$ cat src/design/wact_pkg.sv
// wact_pkg: types and constants for the window actuator sequencer
// no dependencies; imported by window_actuator_sequencer_top
`timescale 1ns / 1ps
`default_nettype none

package wact_pkg;

    // sequencer phases
    typedef enum logic [2:0] {
        PH_CLOSE   = 3'd0,
        PH_CLOSING = 3'd1,
        PH_CLOSED  = 3'd2,
        PH_OPEN    = 3'd3,
        PH_OPENING = 3'd4,
        PH_OPENED  = 3'd5
    } phase_t;

    // servo drive state
    typedef enum logic [1:0] {
        DRV_OFF   = 2'd0,
        DRV_OPEN  = 2'd1,
        DRV_CLOSE = 2'd2
    } drive_t;

    // item commands
    typedef enum logic [1:0] {
        CMD_TICK  = 2'd0,
        CMD_CLICK = 2'd1,
        CMD_HOLD  = 2'd2,
        CMD_SET   = 2'd3
    } cmd_t;

    // lamp modes
    localparam logic [1:0] LAMP_OFF  = 2'd0;
    localparam logic [1:0] LAMP_SLOW = 2'd1;
    localparam logic [1:0] LAMP_FAST = 2'd2;

    // configuration register indexes
    localparam logic [2:0] REG_TASK_PERIOD  = 3'd0;
    localparam logic [2:0] REG_SAFETY_CLOSE = 3'd1;
    localparam logic [2:0] REG_CLICK_OPEN   = 3'd2;
    localparam logic [2:0] REG_HOLD_OPEN    = 3'd3;
    localparam logic [2:0] REG_OPEN_ANGLE   = 3'd4;
    localparam logic [2:0] REG_CLOSE_ANGLE  = 3'd5;

    // register reset values
    localparam logic [7:0]  TASK_PERIOD_RST  = 8'd20;
    localparam logic [15:0] SAFETY_CLOSE_RST = 16'd5000;
    localparam logic [14:0] CLICK_OPEN_RST   = 15'd2000;
    localparam logic [14:0] HOLD_OPEN_RST    = 15'd4000;
    localparam logic [7:0]  OPEN_ANGLE_RST   = 8'd110;
    localparam logic [7:0]  CLOSE_ANGLE_RST  = 8'd70;

    // milliseconds per tenth of a second, closing time ceiling
    localparam logic [14:0] TENTH_MS    = 15'd100;
    localparam logic [16:0] ELAPSED_MAX = 17'h1FFFF;

endpackage

`default_nettype wire

$ cat src/design/window_actuator_sequencer_top.sv
// window_actuator_sequencer_top: six-phase window actuator sequencer
// depends on wact_pkg (phase, drive and command codes, register indexes)
//
//  channel | handshake          | payload
//  --------+--------------------+-------------------------------------------
//  s_      | s_valid / s_ready  | cmd, open_tenths, end_stop_closed
//  m_      | m_valid / m_ready  | drive and lamp state, reports, duration, phase
//  cfg_    | cfg_wr_en          | cfg_index, cfg_wdata (16 bit, no read-back)
//
// one item per cycle: an accepted item updates the state and loads the result
// register at the same edge; its result shows in the cycle after.
// s_ready is high while the result register is empty or being taken, so a new
// item enters in the cycle its predecessor's result leaves.
// a stall on m_ready holds the result and stops intake; no other wait.
// aresetn is synchronous, active low; there is no clearing pass.
`timescale 1ns / 1ps
`default_nettype none

module window_actuator_sequencer_top (
    input  wire logic        aclk,
    input  wire logic        aresetn,
    // configuration write port
    input  wire logic        cfg_wr_en,
    input  wire logic [2:0]  cfg_index,
    input  wire logic [15:0] cfg_wdata,
    // input items
    input  wire logic        s_valid,
    output logic             s_ready,
    input  wire logic [1:0]  s_cmd,
    input  wire logic [7:0]  s_open_tenths,
    input  wire logic        s_end_stop_closed,
    // result items
    output logic             m_valid,
    input  wire logic        m_ready,
    output logic             m_drive_enable,
    output logic [7:0]       m_drive_angle,
    output logic [1:0]       m_lamp_mode,
    output logic             m_report_closed,
    output logic             m_report_safety_stop,
    output logic             m_report_opened,
    output logic [14:0]      m_opened_duration_ms,
    output logic [2:0]       m_phase_now
);
    import wact_pkg::*;

    // configuration registers
    logic [7:0]  task_period_reg;
    logic [15:0] safety_close_reg;
    logic [14:0] click_open_reg;
    logic [14:0] hold_open_reg;
    logic [7:0]  open_angle_reg;
    logic [7:0]  close_angle_reg;

    // sequencer state
    phase_t      phase_reg, phase_next;
    drive_t      drive_reg, drive_next;
    logic [14:0] open_dur_reg, open_dur_next;
    logic [14:0] wait_reg, wait_next;
    logic [16:0] elapsed_reg, elapsed_next;

    // result register
    logic        m_valid_reg;
    logic        enable_reg;
    logic [7:0]  angle_reg;
    logic [1:0]  lamp_reg;
    logic        rep_closed_reg, rep_closed_next;
    logic        rep_safety_reg, rep_safety_next;
    logic        rep_opened_reg, rep_opened_next;
    logic [14:0] dur_out_reg;
    logic [2:0]  phase_out_reg;

    logic        accept;
    logic [14:0] wait_dec;
    logic [14:0] set_dur;
    logic [7:0]  angle_next;
    logic [1:0]  lamp_next;

    assign s_ready = !m_valid_reg || m_ready;
    assign accept  = s_valid && s_ready;

    // configuration writes
    always_ff @(posedge aclk) begin
        if (!aresetn) begin
            task_period_reg  <= TASK_PERIOD_RST;
            safety_close_reg <= SAFETY_CLOSE_RST;
            click_open_reg   <= CLICK_OPEN_RST;
            hold_open_reg    <= HOLD_OPEN_RST;
            open_angle_reg   <= OPEN_ANGLE_RST;
            close_angle_reg  <= CLOSE_ANGLE_RST;
        end else if (cfg_wr_en) begin
            case (cfg_index)
                REG_TASK_PERIOD:  task_period_reg  <= cfg_wdata[7:0];
                REG_SAFETY_CLOSE: safety_close_reg <= cfg_wdata;
                REG_CLICK_OPEN:   click_open_reg   <= cfg_wdata[14:0];
                REG_HOLD_OPEN:    hold_open_reg    <= cfg_wdata[14:0];
                REG_OPEN_ANGLE:   open_angle_reg   <= cfg_wdata[7:0];
                REG_CLOSE_ANGLE:  close_angle_reg  <= cfg_wdata[7:0];
                default: ;
            endcase
        end
    end

    // radio duration: tenths times 100 stays below 2^15
    assign set_dur  = 15'({7'd0, s_open_tenths} * TENTH_MS);
    assign wait_dec = (wait_reg != 15'd0) ? wait_reg - 15'd1 : 15'd0;

    // next state for one item
    always_comb begin
        phase_next      = phase_reg;
        drive_next      = drive_reg;
        open_dur_next   = open_dur_reg;
        wait_next       = wait_reg;
        elapsed_next    = elapsed_reg;
        rep_closed_next = 1'b0;
        rep_safety_next = 1'b0;
        rep_opened_next = 1'b0;
        case (cmd_t'(s_cmd))
            CMD_TICK: begin
                if (phase_reg == PH_CLOSING && elapsed_reg != ELAPSED_MAX) begin
                    elapsed_next = elapsed_reg + 17'd1;
                end
                wait_next = wait_dec;
                // phase step once the wait runs out
                if (wait_dec == 15'd0) begin
                    wait_next = {7'd0, task_period_reg};
                    case (phase_reg)
                        PH_CLOSE: begin
                            drive_next   = DRV_CLOSE;
                            elapsed_next = 17'd0;
                            phase_next   = PH_CLOSING;
                        end
                        PH_CLOSING: begin
                            if (s_end_stop_closed) begin
                                drive_next      = DRV_OFF;
                                rep_closed_next = 1'b1;
                                phase_next      = PH_CLOSED;
                            end
                            if (elapsed_next > {1'b0, safety_close_reg}) begin
                                drive_next      = DRV_OFF;
                                rep_safety_next = 1'b1;
                                phase_next      = PH_CLOSED;
                            end
                        end
                        PH_CLOSED: begin
                            if (open_dur_reg != 15'd0) phase_next = PH_OPEN;
                        end
                        PH_OPEN: begin
                            drive_next = DRV_OPEN;
                            phase_next = PH_OPENING;
                            wait_next  = open_dur_reg;
                        end
                        PH_OPENING: begin
                            rep_opened_next = 1'b1;
                            phase_next      = PH_OPENED;
                        end
                        PH_OPENED: begin
                            drive_next = DRV_OFF;
                            if (open_dur_reg == 15'd0) phase_next = PH_CLOSE;
                        end
                        default: phase_next = PH_CLOSE;
                    endcase
                end
            end
            CMD_CLICK: begin
                if (phase_reg == PH_CLOSED) begin
                    open_dur_next = click_open_reg;
                end else if (phase_reg == PH_OPENED) begin
                    open_dur_next = 15'd0;
                end
            end
            CMD_HOLD: begin
                if (phase_reg == PH_CLOSED) open_dur_next = hold_open_reg;
            end
            default: open_dur_next = set_dur;
        endcase
    end

    // drive and lamp view of the new drive state
    always_comb begin
        case (drive_next)
            DRV_OPEN: begin
                angle_next = open_angle_reg;
                lamp_next  = LAMP_FAST;
            end
            DRV_CLOSE: begin
                angle_next = close_angle_reg;
                lamp_next  = LAMP_SLOW;
            end
            default: begin
                angle_next = 8'd0;
                lamp_next  = LAMP_OFF;
            end
        endcase
    end

    // state registers
    always_ff @(posedge aclk) begin
        if (!aresetn) begin
            phase_reg    <= PH_CLOSE;
            drive_reg    <= DRV_OFF;
            open_dur_reg <= 15'd0;
            wait_reg     <= 15'd0;
            elapsed_reg  <= 17'd0;
        end else if (accept) begin
            phase_reg    <= phase_next;
            drive_reg    <= drive_next;
            open_dur_reg <= open_dur_next;
            wait_reg     <= wait_next;
            elapsed_reg  <= elapsed_next;
        end
    end

    // result valid
    always_ff @(posedge aclk) begin
        if (!aresetn) begin
            m_valid_reg <= 1'b0;
        end else if (accept) begin
            m_valid_reg <= 1'b1;
        end else if (m_ready) begin
            m_valid_reg <= 1'b0;
        end
    end

    // result payload
    always_ff @(posedge aclk) begin
        if (accept) begin
            enable_reg     <= (drive_next != DRV_OFF);
            angle_reg      <= angle_next;
            lamp_reg       <= lamp_next;
            rep_closed_reg <= rep_closed_next;
            rep_safety_reg <= rep_safety_next;
            rep_opened_reg <= rep_opened_next;
            dur_out_reg    <= open_dur_next;
            phase_out_reg  <= phase_next;
        end
    end

    assign m_valid              = m_valid_reg;
    assign m_drive_enable       = enable_reg;
    assign m_drive_angle        = angle_reg;
    assign m_lamp_mode          = lamp_reg;
    assign m_report_closed      = rep_closed_reg;
    assign m_report_safety_stop = rep_safety_reg;
    assign m_report_opened      = rep_opened_reg;
    assign m_opened_duration_ms = dur_out_reg;
    assign m_phase_now          = phase_out_reg;

`ifndef NO_ASSERTIONS
    // a closing report leaves the drive off in the closed phase
    a_close_report: assert property (@(posedge aclk) disable iff (!aresetn)
        m_valid && (m_report_closed || m_report_safety_stop) |->
            !m_drive_enable && m_phase_now == PH_CLOSED)
        else $error("closing report without closed phase and drive off");

    // the opened report lands in the opened phase with the drive still open
    a_open_report: assert property (@(posedge aclk) disable iff (!aresetn)
        m_valid && m_report_opened |->
            m_phase_now == PH_OPENED && m_lamp_mode == LAMP_FAST)
        else $error("opened report outside opened phase");

    // lamp and drive enable agree
    a_lamp_drive: assert property (@(posedge aclk) disable iff (!aresetn)
        m_valid |-> (m_drive_enable == (m_lamp_mode != LAMP_OFF)))
        else $error("lamp mode disagrees with drive enable");

    // a result that is not taken stays in place
    a_hold_result: assert property (@(posedge aclk) disable iff (!aresetn)
        m_valid && !m_ready |=> m_valid && $stable(m_phase_now)
            && $stable(m_opened_duration_ms))
        else $error("stalled result changed");
`endif

endmodule

`default_nettype wire
$ cat config.mk
export PLATFORM = sky130hd
export DESIGN_NAME = window_actuator_sequencer_top
export DESIGN_NICKNAME = d
export VERILOG_FILES = /design/src/design/wact_pkg.sv /design/src/design/window_actuator_sequencer_top.sv
export SDC_FILE = /design/constraint.sdc
export NUM_CORES = 1
export LEC_CHECK = 0
export BUFFER_PORTS_ARGS = -buffer_cell sky130_fd_sc_hd__buf_2
export CORE_ASPECT_RATIO = 1.5
export CORE_MARGIN = 2
export CORE_UTILIZATION = 53
export DETAILED_ROUTE_END_ITERATION = 8
export PLACE_DENSITY = 0.81
export SLEW_MARGIN = 20
export SYNTH_ARGS = -nofsm -noshare
export SYNTH_HDL_FRONTEND = slang
export SYNTH_SLANG_ARGS = --single-unit
$ cat constraint.sdc
create_clock -name aclk -period 6.7 [get_ports aclk]
set_input_delay 0.335 -clock aclk [delete_from_list [all_inputs] [get_ports aclk]]
set_output_delay 0.335 -clock aclk [all_outputs]
set_load 0.01 [all_outputs]
==> impl_metrics.py, run 1 <==
metrics = {
    "sta": {
        "holdWs_ns": 0.146,
        "hold_violations": 0,
        "tightest_slew_ns": 1.05,
        "worst_slew_margin_rel": 0.302,
        "slew_violations": 0,
        "finalSetupViolations": 0,
        "max_freq_ghz": 0.179,
        "final.setup.tns_ns": 0,
        "finalCriticalPeriod_ns": 5.57,
        "skew_ns": 0.0174,
        "grt_setup_unrepaired": "no",
        "post-route-period-util": 0.832,
    },
    "clocking": {
        "root_buffer": "clkbuf_16",
        "clk_pin_slew_worst_paths_ns": 0.08,
        "cts.sinks": 155,
        "hold_buffers": 0,
        "numCtsBuffers": 17,
        "tritoncts": "yes",
        "cts_setup_buffers": 0,
        "clkLatencyLatePin_ns": 0.44,
        "clk_path_buf_depth": 2,
        "htree_levels": 4,
        "cts-resized-gates": 0,
    },
    "worst_setup_path": {
        "crit_path_end": "m_drive_angle[0]",
        "rr_worst_depth": 23,
        "cp.arrival_ns": 5.77,
        "cp_max_fo": 10,
        "crit_type": "register to register",
        "rrSetupSlack_ns": 1.13,
        "crit_required_ns": 6.89,
        "timing.rr.end": "m_drive_angle[0]",
        "regToRegStartpoint": "elapsed_reg[8]",
        "crit_path_end_kind": "register",
        "critPathLaunch": "elapsed_reg[8]",
        "worst_setup_path_start_kind": "register",
    },
    "synthesis": {
        "synthArstFlopShare": 0,
        "synth_nets": 1121,
        "synth_ff_type": "dfxtp_1",
        "ys.warnings.count": 0,
        "synth_most_common_cell": "nand2_1",
        "synth_area_leaders": "dfxtp_1 28%, edfxtp_1 11%, nand2_1 8.9%, ha_1 7.4%, a21boi_0 5.1%",
        "netlist_top_cells_count": "207 x nand2_1, 123 x dfxtp_1, 59 x a21boi_0",
        "synth_seq_cells": 155,
        "ys_seq_area_frac": 0.391,
        "yosysUniqueCellTypes": 67,
        "synth_edf_count": 32,
        "avgSynthCellArea_sq_um": 8.49,
        "syn_area_sq_um": 8760,
        "synth_top_area_frac": 0.281,
        "synthCells": 1031,
        "synth.largest_area_cell": "dfxtp_1",
    },
    "detailed_routing": {
        "drc": 0,
        "finalWirelength_um": 23600,
        "num_vias": 7779,
        "wl_per_cell_um": 18.4,
        "drt_iter0_drc": 619,
        "via_per_inst": 6.09,
        "firstDrtPassIters": 5,
        "drtAntennaViolNets": 0,
    },
    "finish": {
        "antenna_cells": 0,
        "largest_register_ffs": 17,
        "area_delta_synth_final_pct": 11.4,
        "finalNetCount": 1149,
        "drive_above_1_share": 0.122,
    },
    "floorplan": {
        "die_area_sq_um": 17600,
        "rows": 57,
        "pin_count": 69,
        "fp.dieW_um": 109,
        "core_area_sq_um": 16200,
        "die_height_um": 161,
        "start_util": 0.541,
    },
    "hold_path": {
        "min_path_cells": 3,
        "hp-class": "primary input to register",
    },
    "power_and_ir_drop": {
        "power_density_nw_per_um2": 249,
        "p_leak_uw": 0.00392,
        "ir_drop_v": 0.000148,
    },
    "global_routing": {
        "grt-ovfl-total": 0,
        "grt.total_usage": 0.273,
        "antenna_found_initial": 0,
        "grt_pass1_vias": 7242,
        "grt_pass1_wl_um": 37400,
        "grt_max_degree": 93,
    },
    "placement": {
        "dpl.hpwl_um": 16700,
        "portBuffers": 68,
        "routabilityCongestion": 0.944,
    },
    "run": {
        "maxCapViolations": 0,
    },
    "run_status": {
        "status": "completed",
    },
}
where the power goes:
| group | internal (uW) | leakage (uW) | switching (uW) |
|---|---|---|---|
| clock network | 502 | 0.000285 | 467 |
| logic | 162 | 0.00232 | 263 |
| registers | 994 | 0.00132 | 36.8 |
| total | 1660 | 0.00392 | 767 |
critical path: stages (launching register included):
cell       delay [ns]
dfxtp_1          0.36
and3_1           0.22
and3_1           0.20
and3_1           0.23
nand3_1          0.09
nor3_1           0.05
ha_1             0.19
nor4b_2          0.25
buf_4            0.22
nand3_1          0.11
nor2_1           0.34
nand4_1          0.23
xnor2_1          0.18
ha_1             0.31
a21oi_1          0.15
nand2_1          0.11
a2111oi_0        0.35
a211oi_1         0.19
or4_1            0.55
nand4_1          0.20
a21boi_1         0.16
ha_1             0.34
a22oi_1          0.24
nor2_1           0.06
layout by cell type (no fill, tap or decap), types with 27 or more instances in the layout:
| master | count |
|---|---|
| o21ai_0 | 27 |
| inv_1 | 38 |
| buf_2 | 67 |
| edfxtp_1 | 32 |
| nand2_1 | 207 |
| a21boi_0 | 59 |
| dfxtp_1 | 123 |
| ha_1 | 52 |
| nand3_1 | 53 |
| nor2_1 | 43 |
| a21oi_1 | 42 |
cell type report:
type,count,area (sq um)
Clock buffer,17,425
Clock inverter,15,171
Fill cell,1360,6440
Inverter,40,150
Multi-Input combinational cell,772,4940
Sequential cell,155,3420
Tap cell,206,258
Timing Repair Buffer,73,380
how the worst min path moves through the flow:
stage	startpoint	endpoint	slack (ns)
after floorplan	hold_open_reg[8]	hold_open_reg[8]	0.43
after global placement	task_period_reg[2]	task_period_reg[2]	0.45
after detailed placement	hold_open_reg[8]	hold_open_reg[8]	0.45
after CTS	cfg_wdata[15]	safety_close_reg[15]	0.14
after global routing	cfg_wdata[15]	safety_close_reg[15]	0.17
final	cfg_wdata[15]	safety_close_reg[15]	0.15
cell families after synthesis:
family	Yosys count	share of synthesized area
and+or+nand+nor	428	0.241
adders and majority gates	55	0.0812
muxes	23	0.0277
AOI/OAI and AO/OA	242	0.189
buffers and inverters	104	0.0460
DFF	155	0.391
xor gates and xnor gates	24	0.0240
metal layers:
| layer | GRT usage | up-vias | wire, um |
|---|---|---|---|
| li1 | - | 3749 | - |
| met1 | 0.325 | 3636 | 9020 |
| met2 | 0.444 | 311 | 11600 |
| met3 | 0.0387 | 83 | 1210 |
| met4 | 0.194 | 0 | 1720 |
| met5 | 0 | - | 0 |
through the flow:
stage	power (uW)	setup WS, ns	util	instances	cell area, sq um
after floorplan	1350	1.39	-	1031	8760
final	2420	1.13	0.602	1278	9750
after CTS	2420	1.17	0.602	1278	9750
after global routing	2510	0.717	0.602	1278	9750
after detailed placement	1470	1.22	0.566	1246	9160
after global placement	1460	1.42	0.566	1246	9160
Note: power is estimated with default switching activity, not from simulation.
==> run 2, diff against run 1 <==
==> constraint.sdc (replaced) <==
create_clock -name aclk -period 5.4 [get_ports aclk]
set_input_delay 0.27 -clock aclk [delete_from_list [all_inputs] [get_ports aclk]]
set_output_delay 0.27 -clock aclk [all_outputs]
set_load 0.01 [all_outputs]
==> impl_metrics.py, run 2 (synthesis gave the netlist of run 1 again) <==
metrics = {
    "run_status": {
        "status": "completed",
    },
    "sta": {
        "finalSetupViolations": 0,
        "worst_slew_margin_rel": 0.275,
        "slew_violations": 0,
        "holdWs_ns": 0.100,
        "skew_ns": 0.0137,
        "final.setup.tns_ns": 0,
        "finalCriticalPeriod_ns": 5.20,
        "max_freq_ghz": 0.192,
        "post-route-period-util": 0.964,
        "tightest_slew_ns": 1.08,
        "fin_ws_ns": 0.196,
        "hold_violations": 0,
    },
    "finish": {
        "largest_register_ffs": 17,
        "layout_commonest_cell": "nand2_1",
        "drive_above_1_share": 0.137,
        "layout_common_cells": "206 x nand2_1, 123 x dfxtp_1, 67 x buf_2",
        "antenna_cells": 0,
        "finalNetCount": 1157,
        "area_delta_synth_final_pct": 12.8,
    },
    "worst_setup_path": {
        "worst_setup_path_start_kind": "register",
        "cp.arrival_ns": 5.38,
        "crit_path_end_kind": "register",
        "crit_type": "register to register",
        "cp_max_fo": 8,
        "crit_required_ns": 5.58,
    },
    "clocking": {
        "cts.sinks": 155,
        "clk_pin_slew_worst_paths_ns": 0.07,
        "numCtsBuffers": 17,
        "tritoncts": "yes",
        "clk_path_buf_depth": 2,
        "clkLatencyLatePin_ns": 0.43,
        "htree_levels": 4,
        "root_buffer": "clkbuf_16",
        "hold_buffers": 0,
    },
    "global_routing": {
        "grt.total_usage": 0.279,
        "antenna_found_initial": 0,
        "grt-ovfl-total": 0,
        "grt_max_degree": 86,
        "grt_pass1_vias": 7441,
        "grt_pass1_wl_um": 38100,
    },
    "placement": {
        "portBuffers": 68,
        "dpl_worst_slack_ns": -0.0549,
        "routabilityCongestion": 0.936,
        "dpl.hpwl_um": 16800,
    },
    "power_and_ir_drop": {
        "ir_drop_v": 0.000238,
        "power_density_nw_per_um2": 307,
        "finalPower_uw": 3030,
        "p_leak_uw": 0.00400,
    },
    "floorplan": {
        "pin_count": 69,
        "rows": 57,
        "core_area_sq_um": 16200,
        "die_area_sq_um": 17600,
        "die_height_um": 161,
        "fp.dieW_um": 109,
        "start_util": 0.541,
    },
    "hold_path": {
        "hp-class": "primary input to register",
    },
    "run": {
        "maxCapViolations": 0,
    },
    "detailed_routing": {
        "drtAntennaViolNets": 0,
        "firstDrtPassIters": 6,
        "drc": 0,
        "finalWirelength_um": 24000,
        "via_per_inst": 6.14,
        "num_vias": 7900,
        "drt_iter0_drc": 615,
        "wl_per_cell_um": 18.6,
    },
}
run 2: cell count changes in the layout (fill, tap and decap cells not counted), sizes merged:
cell	change
bufinv	+2
buf	+8
inv	-2
clkbuf	+1
clkinvlp	-1
run 2: critical path: stages (launching register included):
cell,delay [ns]
dfxtp_1,0.31
and3_1,0.20
and3_1,0.20
and3_1,0.23
nand3_1,0.10
nor3_1,0.05
ha_1,0.22
nor4b_4,0.36
nand2_2,0.16
nor2_2,0.18
buf_4,0.16
nand3_1,0.12
xnor2_2,0.17
ha_1,0.29
and3_1,0.20
a2111oi_2,0.39
a211oi_2,0.14
or4_1,0.54
nand4_1,0.20
a21boi_1,0.15
ha_2,0.27
a22oi_1,0.24
nor2_1,0.08
run 2: timing repair:
action / CTS / global route
pin swaps: 0 / 3
setup endpoints to repair: 8 / 8
setup buffers: 0 / 3
resized for setup: 2 / 13
gates cloned: 0 / 0
run 2: path summary, 6_finish.rpt:
check                   start                   end  slack [ns]  cells past startpoint
max            elapsed_reg[8]      m_drive_angle[1]        0.20                     22
min             cfg_wdata[15]  safety_close_reg[15]        0.10                      3
max reg2reg    elapsed_reg[8]      m_drive_angle[1]        0.20                     22
min reg2reg  hold_open_reg[8]      hold_open_reg[8]        0.46                      2
run 2: final cells by class:
class | instances | area (sq um)
clock buffers | 18 | 439
inverters | 40 | 150
repair buffers | 81 | 440
multi-input cells | 772 | 5010
clock inverters | 14 | 159
well taps | 206 | 258
fillers | 1334 | 6310
flip-flops and latches | 155 | 3420
run 2: power by group:
part           leakage [uW]  switching [uW]  internal [uW]
logic               0.00239             334            205
registers           0.00132            43.7           1230
clock network      0.000291             509            704
run 2: metal layers:
layer  GRT usage  wire length, um  vias up
met5           0                0        -
li1            -                -     3768
met4       0.174             1350        0
met2       0.465            12100      359
met1       0.332             9070     3692
met3      0.0424             1470       81
run 2: stage by stage:
step	utilization	cell area [sq um]	std cells
floorplan	-	8760	1031
global placement	0.568	9190	1251
detailed placement	0.568	9190	1251
CTS	0.605	9800	1283
global route	0.610	9880	1286
finish	0.610	9880	1286
